--- config.mk ---
export PLATFORM = sky130hd
export DESIGN_NAME = subnet_free_address_finder_top
export DESIGN_NICKNAME = d
export VERILOG_FILES = /design/src/rtl/sfaf_pkg.sv /design/src/rtl/sfaf_cell.sv /design/src/rtl/sfaf_chain.sv /design/src/rtl/subnet_free_address_finder_top.sv
export SDC_FILE = /design/constraint.sdc
export NUM_CORES = 2
export LEC_CHECK = 0
export ABC_AREA = 1
export BUFFER_PORTS_ARGS = -buffer_cell sky130_fd_sc_hd__buf_2
export CORE_ASPECT_RATIO = 0.8
export CORE_MARGIN = 2
export CORE_UTILIZATION = 50
export CTS_BUF_LIST = sky130_fd_sc_hd__clkbuf_4
export CTS_CLUSTER_SIZE = 16
export DETAILED_ROUTE_END_ITERATION = 6
export GPL_ROUTABILITY_DRIVEN = 0
export GPL_TIMING_DRIVEN = 0
export MAX_ROUTING_LAYER = met4
export PLACE_DENSITY = 0.71
export SYNTH_ARGS = -nofsm -noshare
export SYNTH_HDL_FRONTEND = slang
export SYNTH_SLANG_ARGS = --single-unit
export TNS_END_PERCENT = 100
--- constraint.sdc ---
create_clock -name clock -period 50.2 [get_ports clock]
set_input_delay 10.04 -clock clock [delete_from_list [all_inputs] [get_ports clock]]
set_output_delay 10.04 -clock clock [all_outputs]
set_load 0.02 [all_outputs]
--- src/rtl/sfaf_pkg.sv ---
// Shared types, constants and codes for the subnet free address finder.
`timescale 1ns / 1ps

package sfaf_pkg;

   // Number of entries in the used-address table, one per cell.
   localparam int unsigned TABLE_DEPTH = 32;
   // Width of the fill count, which must hold TABLE_DEPTH itself.
   localparam int unsigned COUNT_W = $clog2(TABLE_DEPTH + 1);
   // Width of the candidate counter, which must hold TABLE_DEPTH + 1.
   localparam int unsigned ISSUE_W = $clog2(TABLE_DEPTH + 2);

   localparam int unsigned ADDR_W = 32;
   localparam int unsigned CSR_INDEX_W = 1;

   typedef logic [COUNT_W-1:0] count_type;
   typedef logic [ISSUE_W-1:0] issue_type;
   typedef logic [ADDR_W-1:0] addr_type;

   // Request codes.
   localparam logic [1:0] REQ_CLEAR   = 2'd0;
   localparam logic [1:0] REQ_RECORD  = 2'd1;
   localparam logic [1:0] REQ_FIND    = 2'd2;
   localparam logic [1:0] REQ_UNUSED  = 2'd3;

   // Response status codes.
   localparam logic [1:0] STATUS_OK      = 2'd0;
   localparam logic [1:0] STATUS_FULL    = 2'd1;
   localparam logic [1:0] STATUS_NO_FREE = 2'd2;

   // Configuration register indexes.
   localparam logic [CSR_INDEX_W-1:0] CSR_HOST_ADDRESS = 1'd0;
   localparam logic [CSR_INDEX_W-1:0] CSR_SUBNET_MASK  = 1'd1;

   localparam addr_type HOST_ADDRESS_RESET = 32'h0000_0000;
   localparam addr_type SUBNET_MASK_RESET  = 32'hFFFF_FF00;

   typedef struct packed {
      logic [1:0] req_type;
      addr_type   used_address;
   } req_payload_type;

   typedef struct packed {
      logic [1:0] status;
      addr_type   free_address;
   } rsp_payload_type;

   // Candidate probe that travels down the row of cells.
   typedef struct packed {
      logic     valid;
      logic     hit;
      logic     last;
      addr_type cand;
   } probe_type;

endpackage

--- src/rtl/sfaf_cell.sv ---
// One table cell: holds one used address and checks passing probes against it.
`timescale 1ns / 1ps

module sfaf_cell (
   input  logic                 clock,
   input  logic                 reset,
   input  logic                 flush,
   input  logic                 shift_en,
   input  sfaf_pkg::addr_type   entry_in,
   input  logic                 active,
   input  sfaf_pkg::probe_type  probe_in,
   output sfaf_pkg::addr_type   entry_out,
   output sfaf_pkg::probe_type  probe_out
);

   sfaf_pkg::addr_type  entry_ff;
   sfaf_pkg::probe_type probe_ff;
   sfaf_pkg::probe_type probe_in_next;

   // A record shifts the table by one cell; the new address enters at cell zero.
   always_ff @(posedge clock) begin
      if (shift_en) begin
         entry_ff <= entry_in;
      end
   end

   // Mark the probe as a hit when this cell holds a live copy of its address.
   always_comb begin
      probe_in_next     = probe_in;
      probe_in_next.hit = probe_in.hit | (active & (entry_ff == probe_in.cand));
   end

   // Probe stage; a flush drops whatever is in flight.
   always_ff @(posedge clock) begin
      if (reset || flush) begin
         probe_ff <= '0;
      end else begin
         probe_ff <= probe_in_next;
      end
   end

   assign entry_out = entry_ff;
   assign probe_out = probe_ff;

endmodule

--- src/rtl/sfaf_chain.sv ---
// Row of table cells that shifts in recorded addresses and passes probes along.
`timescale 1ns / 1ps

module sfaf_chain (
   input  logic                 clock,
   input  logic                 reset,
   input  logic                 flush,
   input  logic                 shift_en,
   input  sfaf_pkg::addr_type   shift_data,
   input  sfaf_pkg::count_type  count,
   input  sfaf_pkg::probe_type  probe_in,
   output sfaf_pkg::probe_type  probe_out
);

   sfaf_pkg::addr_type  entry_link [sfaf_pkg::TABLE_DEPTH];
   sfaf_pkg::probe_type probe_link [sfaf_pkg::TABLE_DEPTH + 1];

   assign probe_link[0] = probe_in;

   // Cell k holds a live entry when k is below the fill count.
   for (genvar k = 0; k < sfaf_pkg::TABLE_DEPTH; k++) begin : g_cell
      sfaf_pkg::addr_type entry_src;
      logic               cell_active;

      if (k == 0) begin : g_head
         assign entry_src = shift_data;
      end else begin : g_body
         assign entry_src = entry_link[k-1];
      end

      assign cell_active = (sfaf_pkg::count_type'(k) < count);

      sfaf_cell u_cell (
         .clock     (clock),
         .reset     (reset),
         .flush     (flush),
         .shift_en  (shift_en),
         .entry_in  (entry_src),
         .active    (cell_active),
         .probe_in  (probe_link[k]),
         .entry_out (entry_link[k]),
         .probe_out (probe_link[k+1])
      );
   end

   assign probe_out = probe_link[sfaf_pkg::TABLE_DEPTH];

endmodule

--- src/rtl/subnet_free_address_finder_top.sv ---
// Top level of the subnet free address finder: control, configuration and cell row.
//
//   Channel  Ports                                    Direction  Handshake
//   request  start, busy, req_payload                 in         start && !busy
//   response rsp_strobe, rsp_payload                  out        strobe, one cycle
//   config   csr_valid, csr_ready, csr_index, csr_data in        csr_valid && csr_ready
//
// Clear, record and unused requests answer in the cycle after acceptance, and so
// does a find whose mask leaves no host candidates.
// A find issues one candidate per cycle (at most fill count + 1 of them) into the
// 32-cell row, each cell registering the probe in turn; the first verdict to leave
// the row without a hit, or the last candidate's verdict, ends the find and sets the
// registered response. busy is high while a find is in progress.
// Reset is synchronous and empties the table; the receiver cannot stall responses.
`timescale 1ns / 1ps

module subnet_free_address_finder_top (
   input  logic                                   clock,
   input  logic                                   reset,
   input  logic                                   start,
   output logic                                   busy,
   input  sfaf_pkg::req_payload_type              req_payload,
   output logic                                   rsp_strobe,
   output sfaf_pkg::rsp_payload_type              rsp_payload,
   input  logic                                   csr_valid,
   output logic                                   csr_ready,
   input  logic [sfaf_pkg::CSR_INDEX_W-1:0]       csr_index,
   input  sfaf_pkg::addr_type                     csr_data
);

   typedef enum logic {
      ST_IDLE,
      ST_SCAN
   } state_type;

   state_type                 state_ff;
   sfaf_pkg::addr_type        host_ff;
   sfaf_pkg::addr_type        mask_ff;
   sfaf_pkg::count_type       count_ff;
   sfaf_pkg::addr_type        base_ff;
   sfaf_pkg::addr_type        span_ff;
   sfaf_pkg::issue_type       issue_ff;
   logic                      issuing_ff;
   logic                      rsp_strobe_ff;
   sfaf_pkg::rsp_payload_type rsp_ff;

   logic                      accept;
   logic                      shift_en;
   logic                      flush;
   sfaf_pkg::issue_type       limit;
   logic                      issue_last;
   sfaf_pkg::probe_type       probe_in;
   sfaf_pkg::probe_type       probe_out;
   sfaf_pkg::addr_type        base_in;
   sfaf_pkg::addr_type        span_in;

   assign accept    = start & ~busy;
   assign busy      = (state_ff == ST_SCAN);
   assign csr_ready = 1'b1;
   assign base_in   = host_ff & mask_ff;
   assign span_in   = ~mask_ff;
   assign limit     = sfaf_pkg::issue_type'(count_ff) + sfaf_pkg::issue_type'(1);

   // A record enters the row only while the table has room.
   assign shift_en = accept && (req_payload.req_type == sfaf_pkg::REQ_RECORD) &&
                     (count_ff < sfaf_pkg::count_type'(sfaf_pkg::TABLE_DEPTH));

   // The candidate in flight is the last when it reaches the bound or the span.
   assign issue_last = (issue_ff == limit) ||
                       ((sfaf_pkg::addr_type'(issue_ff) + 32'd1) == span_ff);

   always_comb begin
      probe_in       = '0;
      probe_in.valid = (state_ff == ST_SCAN) && issuing_ff;
      probe_in.last  = issue_last;
      probe_in.cand  = base_ff + sfaf_pkg::addr_type'(issue_ff);
   end

   // Once a verdict without a hit, or the last candidate's verdict, leaves the row, the rest of the find is discarded.
   assign flush = (state_ff == ST_SCAN) && probe_out.valid &&
                  (!probe_out.hit || probe_out.last);

   sfaf_chain u_chain (
      .clock      (clock),
      .reset      (reset),
      .flush      (flush),
      .shift_en   (shift_en),
      .shift_data (req_payload.used_address),
      .count      (count_ff),
      .probe_in   (probe_in),
      .probe_out  (probe_out)
   );

   // Configuration registers.
   always_ff @(posedge clock) begin
      if (reset) begin
         host_ff <= sfaf_pkg::HOST_ADDRESS_RESET;
         mask_ff <= sfaf_pkg::SUBNET_MASK_RESET;
      end else if (csr_valid && csr_ready) begin
         unique case (csr_index)
            sfaf_pkg::CSR_HOST_ADDRESS: host_ff <= csr_data;
            sfaf_pkg::CSR_SUBNET_MASK:  mask_ff <= csr_data;
            default: ;
         endcase
      end
   end

   // Control state, fill count and the registered response.
   always_ff @(posedge clock) begin
      if (reset) begin
         state_ff      <= ST_IDLE;
         count_ff      <= '0;
         issuing_ff    <= 1'b0;
         rsp_strobe_ff <= 1'b0;
      end else begin
         rsp_strobe_ff <= 1'b0;
         unique case (state_ff)
            ST_IDLE: begin
               if (accept) begin
                  rsp_ff.status       <= sfaf_pkg::STATUS_OK;
                  rsp_ff.free_address <= '0;
                  unique case (req_payload.req_type)
                     sfaf_pkg::REQ_CLEAR: begin
                        count_ff      <= '0;
                        rsp_strobe_ff <= 1'b1;
                     end
                     sfaf_pkg::REQ_RECORD: begin
                        if (shift_en) begin
                           count_ff <= count_ff + sfaf_pkg::count_type'(1);
                        end else begin
                           rsp_ff.status <= sfaf_pkg::STATUS_FULL;
                        end
                        rsp_strobe_ff <= 1'b1;
                     end
                     sfaf_pkg::REQ_FIND: begin
                        if (span_in < 32'd2) begin
                           rsp_ff.status <= sfaf_pkg::STATUS_NO_FREE;
                           rsp_strobe_ff <= 1'b1;
                        end else begin
                           base_ff    <= base_in;
                           span_ff    <= span_in;
                           issue_ff   <= sfaf_pkg::issue_type'(1);
                           issuing_ff <= 1'b1;
                           state_ff   <= ST_SCAN;
                        end
                     end
                     default: begin
                        rsp_strobe_ff <= 1'b1;
                     end
                  endcase
               end
            end
            ST_SCAN: begin
               // Issue the next candidate until the last one is in the row.
               if (issuing_ff) begin
                  if (issue_last) begin
                     issuing_ff <= 1'b0;
                  end else begin
                     issue_ff <= issue_ff + sfaf_pkg::issue_type'(1);
                  end
               end
               // The first candidate out without a hit is the answer; else the find reports no free address.
               if (flush) begin
                  issuing_ff    <= 1'b0;
                  rsp_strobe_ff <= 1'b1;
                  state_ff      <= ST_IDLE;
                  if (!probe_out.hit) begin
                     rsp_ff.status       <= sfaf_pkg::STATUS_OK;
                     rsp_ff.free_address <= probe_out.cand;
                  end else begin
                     rsp_ff.status       <= sfaf_pkg::STATUS_NO_FREE;
                     rsp_ff.free_address <= '0;
                  end
               end
            end
            default: begin
               state_ff <= ST_IDLE;
            end
         endcase
      end
   end

   assign rsp_strobe  = rsp_strobe_ff;
   assign rsp_payload = rsp_ff;

endmodule

==> report_table.html <==
<table>
<tr><th>Metric</th><th>Value</th></tr>
<tr><th colspan="2">STA</th></tr>
<tr><td>Post-route fraction of the period consumed by the critical path</td><td>24.2%</td></tr>
<tr><td>Post-route minimum period</td><td>12.13 ns</td></tr>
<tr><td>Accumulated negative setup slack</td><td>0 ns</td></tr>
<tr><td>Headroom to the max-slew limit</td><td>20.9%</td></tr>
<tr><td>Post-Route Skew</td><td>0.135 ns</td></tr>
<tr><td>Worst slew pin tran</td><td>1.19 ns</td></tr>
<tr><td>Achievable Freq</td><td>82.4 MHz</td></tr>
<tr><td>Final-report hold violation count</td><td>0</td></tr>
<tr><td>Post-route worst hold slack</td><td>0.348 ns</td></tr>
<tr><td>Number of slew-limit violations in the final report</td><td>0</td></tr>
<tr><td>Number of setup violations in the final report</td><td>0</td></tr>
<tr><td>Setup repair after global routing missed its margin</td><td>no</td></tr>
<tr><th colspan="2">Drt</th></tr>
<tr><td>Total number of vias</td><td>51400</td></tr>
<tr><td>Vias per cell</td><td>4.79</td></tr>
<tr><td>Wirelength, routed</td><td>178 mm</td></tr>
<tr><td>Number of iterations in the first detailed-routing pass</td><td>7</td></tr>
<tr><td>DRC violations left</td><td>0</td></tr>
<tr><td>Routed metal-1 wirelength</td><td>74.3 mm</td></tr>
<tr><td>Top routing layer in use</td><td>met4</td></tr>
<tr><td>Length of routed met3 wiring</td><td>14.3 mm</td></tr>
<tr><td>WL per Instance</td><td>16.6 um</td></tr>
<tr><td>Amount of wire on met2 after detailed routing</td><td>84.2 mm</td></tr>
<tr><td>Iteration-0 DRC Markers</td><td>3933</td></tr>
<tr><td>Number of nets with antenna violations after routing</td><td>0</td></tr>
<tr><th colspan="2">Synth</th></tr>
<tr><td>Number of synthesized flops with an enable pin</td><td>1128</td></tr>
<tr><td>Combined area of all synthesized cells</td><td>0.0827 mm^2</td></tr>
<tr><td>Gate Count Post-Synth</td><td>7389</td></tr>
<tr><td>Proportion of synthesized flip-flops having asynchronous set or reset</td><td>0%</td></tr>
<tr><td>Part of the Yosys area used for sequential elements</td><td>69.8%</td></tr>
<tr><td>Post-Syn Nets</td><td>7473</td></tr>
<tr><td>Total of warnings raised by yosys</td><td>0</td></tr>
<tr><td>Mean instance size in the synthesized netlist</td><td>11.2 um^2</td></tr>
<tr><td>Flip-flop cell with the highest count after synthesis</td><td>sky130_fd_sc_hd__dfxtp_1</td></tr>
<tr><td>Number of different library cells in the post-synthesis netlist</td><td>53</td></tr>
<tr><td>Flop and latch count out of synthesis</td><td>2321</td></tr>
<tr><th colspan="2">CTS</th></tr>
<tr><td>Number of gates resized after CTS</td><td>0</td></tr>
<tr><td>Maximum level of the CTS H-tree</td><td>6</td></tr>
<tr><td>Clock insertion delay at the later pin of the skew report</td><td>1.37 ns</td></tr>
<tr><td>CTS tree</td><td>yes</td></tr>
<tr><td>Clock root buffer</td><td>sky130_fd_sc_hd__clkbuf_4</td></tr>
<tr><td>Clock slew seen by the registers of the worst setup and hold paths</td><td>0.07 ns</td></tr>
<tr><td>Deepest clock path buffer count</td><td>4</td></tr>
<tr><td>Num CTS Buffers</td><td>567</td></tr>
<tr><td>Count of hold buffers inserted by post-cts repair</td><td>0</td></tr>
<tr><td>Clock tree sinks</td><td>2321</td></tr>
<tr><td>Buffers inserted by post-CTS timing repair</td><td>0</td></tr>
<tr><th colspan="2">Pwr</th></tr>
<tr><td>Cell internal power dissipation</td><td>0.00290 W</td></tr>
<tr><td>VDD IR-drop max</td><td>0.0000311 V</td></tr>
<tr><td>Fraction of power consumed by sequential logic</td><td>54.8%</td></tr>
<tr><td>Lkg Pwr</td><td>35.4 nW</td></tr>
<tr><td>Share of total power in combinational logic</td><td>2.7%</td></tr>
<tr><td>Net Sw Power</td><td>0.000811 W</td></tr>
<tr><td>Final Total Pwr</td><td>0.00371 W</td></tr>
<tr><td>Net Sw Frac</td><td>21.9%</td></tr>
<tr><td>Clock network power share</td><td>42.5%</td></tr>
<tr><td>Ratio of total power to cell area</td><td>39.1 mW/mm^2</td></tr>
<tr><th colspan="2">Floorplan</th></tr>
<tr><td>Row cnt</td><td>133</td></tr>
<tr><td>Top-Level Pins</td><td>108</td></tr>
<tr><td>Die outline width</td><td>459 um</td></tr>
<tr><td>Die extent in y</td><td>368 um</td></tr>
<tr><td>Floorplan Core Area</td><td>0.164 mm^2</td></tr>
<tr><td>Starting Density</td><td>50.4%</td></tr>
<tr><td>Die outline area</td><td>0.169 mm^2</td></tr>
<tr><th colspan="2">Run</th></tr>
<tr><td>MaxCap Viol Count</td><td>0</td></tr>
<tr><th colspan="2">GRT</th></tr>
<tr><td>Via count of the first global-routing pass</td><td>52800</td></tr>
<tr><td>Global-route wire length before repair</td><td>278 mm</td></tr>
<tr><td>Grt ovf</td><td>0</td></tr>
<tr><td>Maximum number of pins on one net before global-route repair</td><td>48</td></tr>
<tr><td>Initial antenna violation count</td><td>9</td></tr>
<tr><td>Global routing usage summed across all routing layers</td><td>21.7%</td></tr>
<tr><th colspan="2">Final layout</th></tr>
<tr><td>Proportion of layout cells with a drive suffix above 1</td><td>15.5%</td></tr>
<tr><td>Syn-to-layout area delta</td><td>14.7%</td></tr>
<tr><td>Core occupancy in the finished layout</td><td>57.7%</td></tr>
<tr><td>Net count, final</td><td>8211</td></tr>
<tr><th colspan="2">Critical path</th></tr>
<tr><td>Critical path startpoint category</td><td>primary input</td></tr>
<tr><td>Required time at the endpoint of the critical path</td><td>51.35 ns</td></tr>
<tr><td>Critical Path Start</td><td>reset</td></tr>
<tr><td>Kind of critical path</td><td>in -&gt; reg</td></tr>
<tr><td>Worst Path Max Fanout</td><td>10</td></tr>
<tr><td>Worst Path Arrival</td><td>13.27 ns</td></tr>
<tr><td>Type of destination of the critical path</td><td>register</td></tr>
<tr><td>FF-to-FF path depth</td><td>6</td></tr>
<tr><td>Start of the worst register-to-register path</td><td>busy$_SDFF_PP0_</td></tr>
<tr><th colspan="2">Placed design</th></tr>
<tr><td>Detail Placement HPWL</td><td>132 mm</td></tr>
<tr><td>Input/output buffers</td><td>105</td></tr>
<tr><th colspan="2">Outcome</th></tr>
<tr><td>Status</td><td>completed</td></tr>
<tr><th colspan="2">Worst hold path</th></tr>
<tr><td>Hold Crit Class</td><td>reg -&gt; reg</td></tr>
<tr><td>Hold wc startpoint</td><td>u_chain.g_cell[29].u_cell.probe_out[34]$_SDFF_PP0_</td></tr>
<tr><td>Cell depth of the worst min-delay path</td><td>2</td></tr>
</table>
==> final cells by class <==
type | count | area (um^2)
inverters | 1321 | 4960
repair buffers | 169 | 1970
fillers | 13400 | 69400
clock buffers | 879 | 6600
well taps | 2160 | 2700
diodes | 17 | 42.5
multi-input cells | 3595 | 19400
clock inverters | 126 | 791
plain buffers | 152 | 666
flip-flops and latches | 2321 | 57800
==> kinds of logic after synthesis <==
group	synth area share, %
buf+inv	6.80
fa+ha+maj	0.206
compound gates	2.09
flops	69.8
other cells	0.00453
xor+xnor	7.67
simple gates	13.4
==> flip-flops by register name, summed over array words and instances, names as in the netlist <==
name and cells:
rsp_payload 34, issue_ff 6, rsp_strobe 1, busy 1, count_ff 6, host_ff 32
u_chain.g_cell.u_cell.probe_out 1120, mask_ff 32, u_chain.g_cell.u_cell.entry_out 1024, span_ff 32, base_ff 32, issuing_ff 1
==> worst max-delay path, stage by stage <==
cell and delay [ns]:
sky130_fd_sc_hd__clkbuf_1 0.37, sky130_fd_sc_hd__inv_1 0.24, sky130_fd_sc_hd__nand2_1 0.45, sky130_fd_sc_hd__buf_2 0.53, sky130_fd_sc_hd__clkbuf_1 0.93, sky130_fd_sc_hd__buf_2 0.56, sky130_fd_sc_hd__nor2_1 0.12
==> power groups by stage <==
| stage | Sequential, W | Combinational (W) | Clock (W) |
|---|---|---|---|
| 4_1_cts | 0.00203 | 0.0000990 | 0.00161 |
| 6_report | 0.00203 | 0.0000984 | 0.00158 |
| 3_3_place_gp | 0.00211 | 0.0000860 | 0 |
| 3_5_place_dp | 0.00208 | 0.0000985 | 0 |
| 5_1_grt | 0.00204 | 0.000108 | 0.00172 |
| 2_1_floorplan | 0.00209 | 0.0000566 | 0 |
==> layout by cell type, fill, tap and decap left out, types with 87 or more instances in the layout <==
master / netlist / layout
sky130_fd_sc_hd__buf_2: 72 / 177
sky130_fd_sc_hd__clkbuf_4: 0 / 879
sky130_fd_sc_hd__clkinv_1: 2 / 87
sky130_fd_sc_hd__dfxtp_1: 1193 / 1193
sky130_fd_sc_hd__edfxtp_1: 1128 / 1128
sky130_fd_sc_hd__inv_1: 1311 / 1310
sky130_fd_sc_hd__nand2_1: 577 / 577
sky130_fd_sc_hd__nand3_1: 144 / 144
sky130_fd_sc_hd__nand4_1: 137 / 137
sky130_fd_sc_hd__nor2_1: 1360 / 1360
sky130_fd_sc_hd__nor4_1: 116 / 116
sky130_fd_sc_hd__o21ai_0: 97 / 97
sky130_fd_sc_hd__or2_2: 141 / 141
sky130_fd_sc_hd__xnor2_1: 362 / 362
sky130_fd_sc_hd__xor2_1: 357 / 357
==> routing by layer <==
layer	vias up	GRT usage [%]
li1	25200	-
met1	24200	26.2
met3	389	6.31
met5	-	-
met2	1642	34.5
met4	0	8.41
==> metrics by stage <==
| step | instances | area, um^2 | worst slack [ns] |
|---|---|---|---|
| global route | 10700 | 94800 | 37.98 |
| finish | 10700 | 94800 | 38.07 |
| global placement | 9654 | 85900 | 2.65 |
| CTS | 10700 | 94800 | 38.02 |
| detailed placement | 9718 | 87400 | 36.75 |
| floorplan | 7389 | 82700 | 14.64 |
==> worst paths after layout <==
path | slack, ns | end
max reg2reg | 46.69 | u_chain.g_cell[1].u_cell.probe_out[1]$_SDFF_PP0_
min reg2reg | 0.35 | u_chain.g_cell[30].u_cell.probe_out[34]$_SDFF_PP0_
min | 0.35 | u_chain.g_cell[30].u_cell.probe_out[34]$_SDFF_PP0_
max | 38.07 | u_chain.g_cell[1].u_cell.probe_out[1]$_SDFF_PP0_
==> synthesized netlist by cell type, drive strengths merged, types with 13 or more instances <==
cell type  count  area share, %
nand2        583            2.7
dfxtp       1193             29
inv         1319            6.0
nor2        1363            6.2
xnor2        362            3.8
nor4         116           0.88
nand4        137            1.0
o211ai        33           0.30
o2111ai       27           0.29
nor3          65           0.41
or2          141            1.1
a21oi         67           0.41
nand3b        13           0.12
o21ai         98           0.59
a211oi        13           0.12
clkbuf        76           0.34
xor2         357            3.8
edfxtp      1128             41
buf           76           0.46
nand3        147           0.91
(Power assumes the default switching activity.)
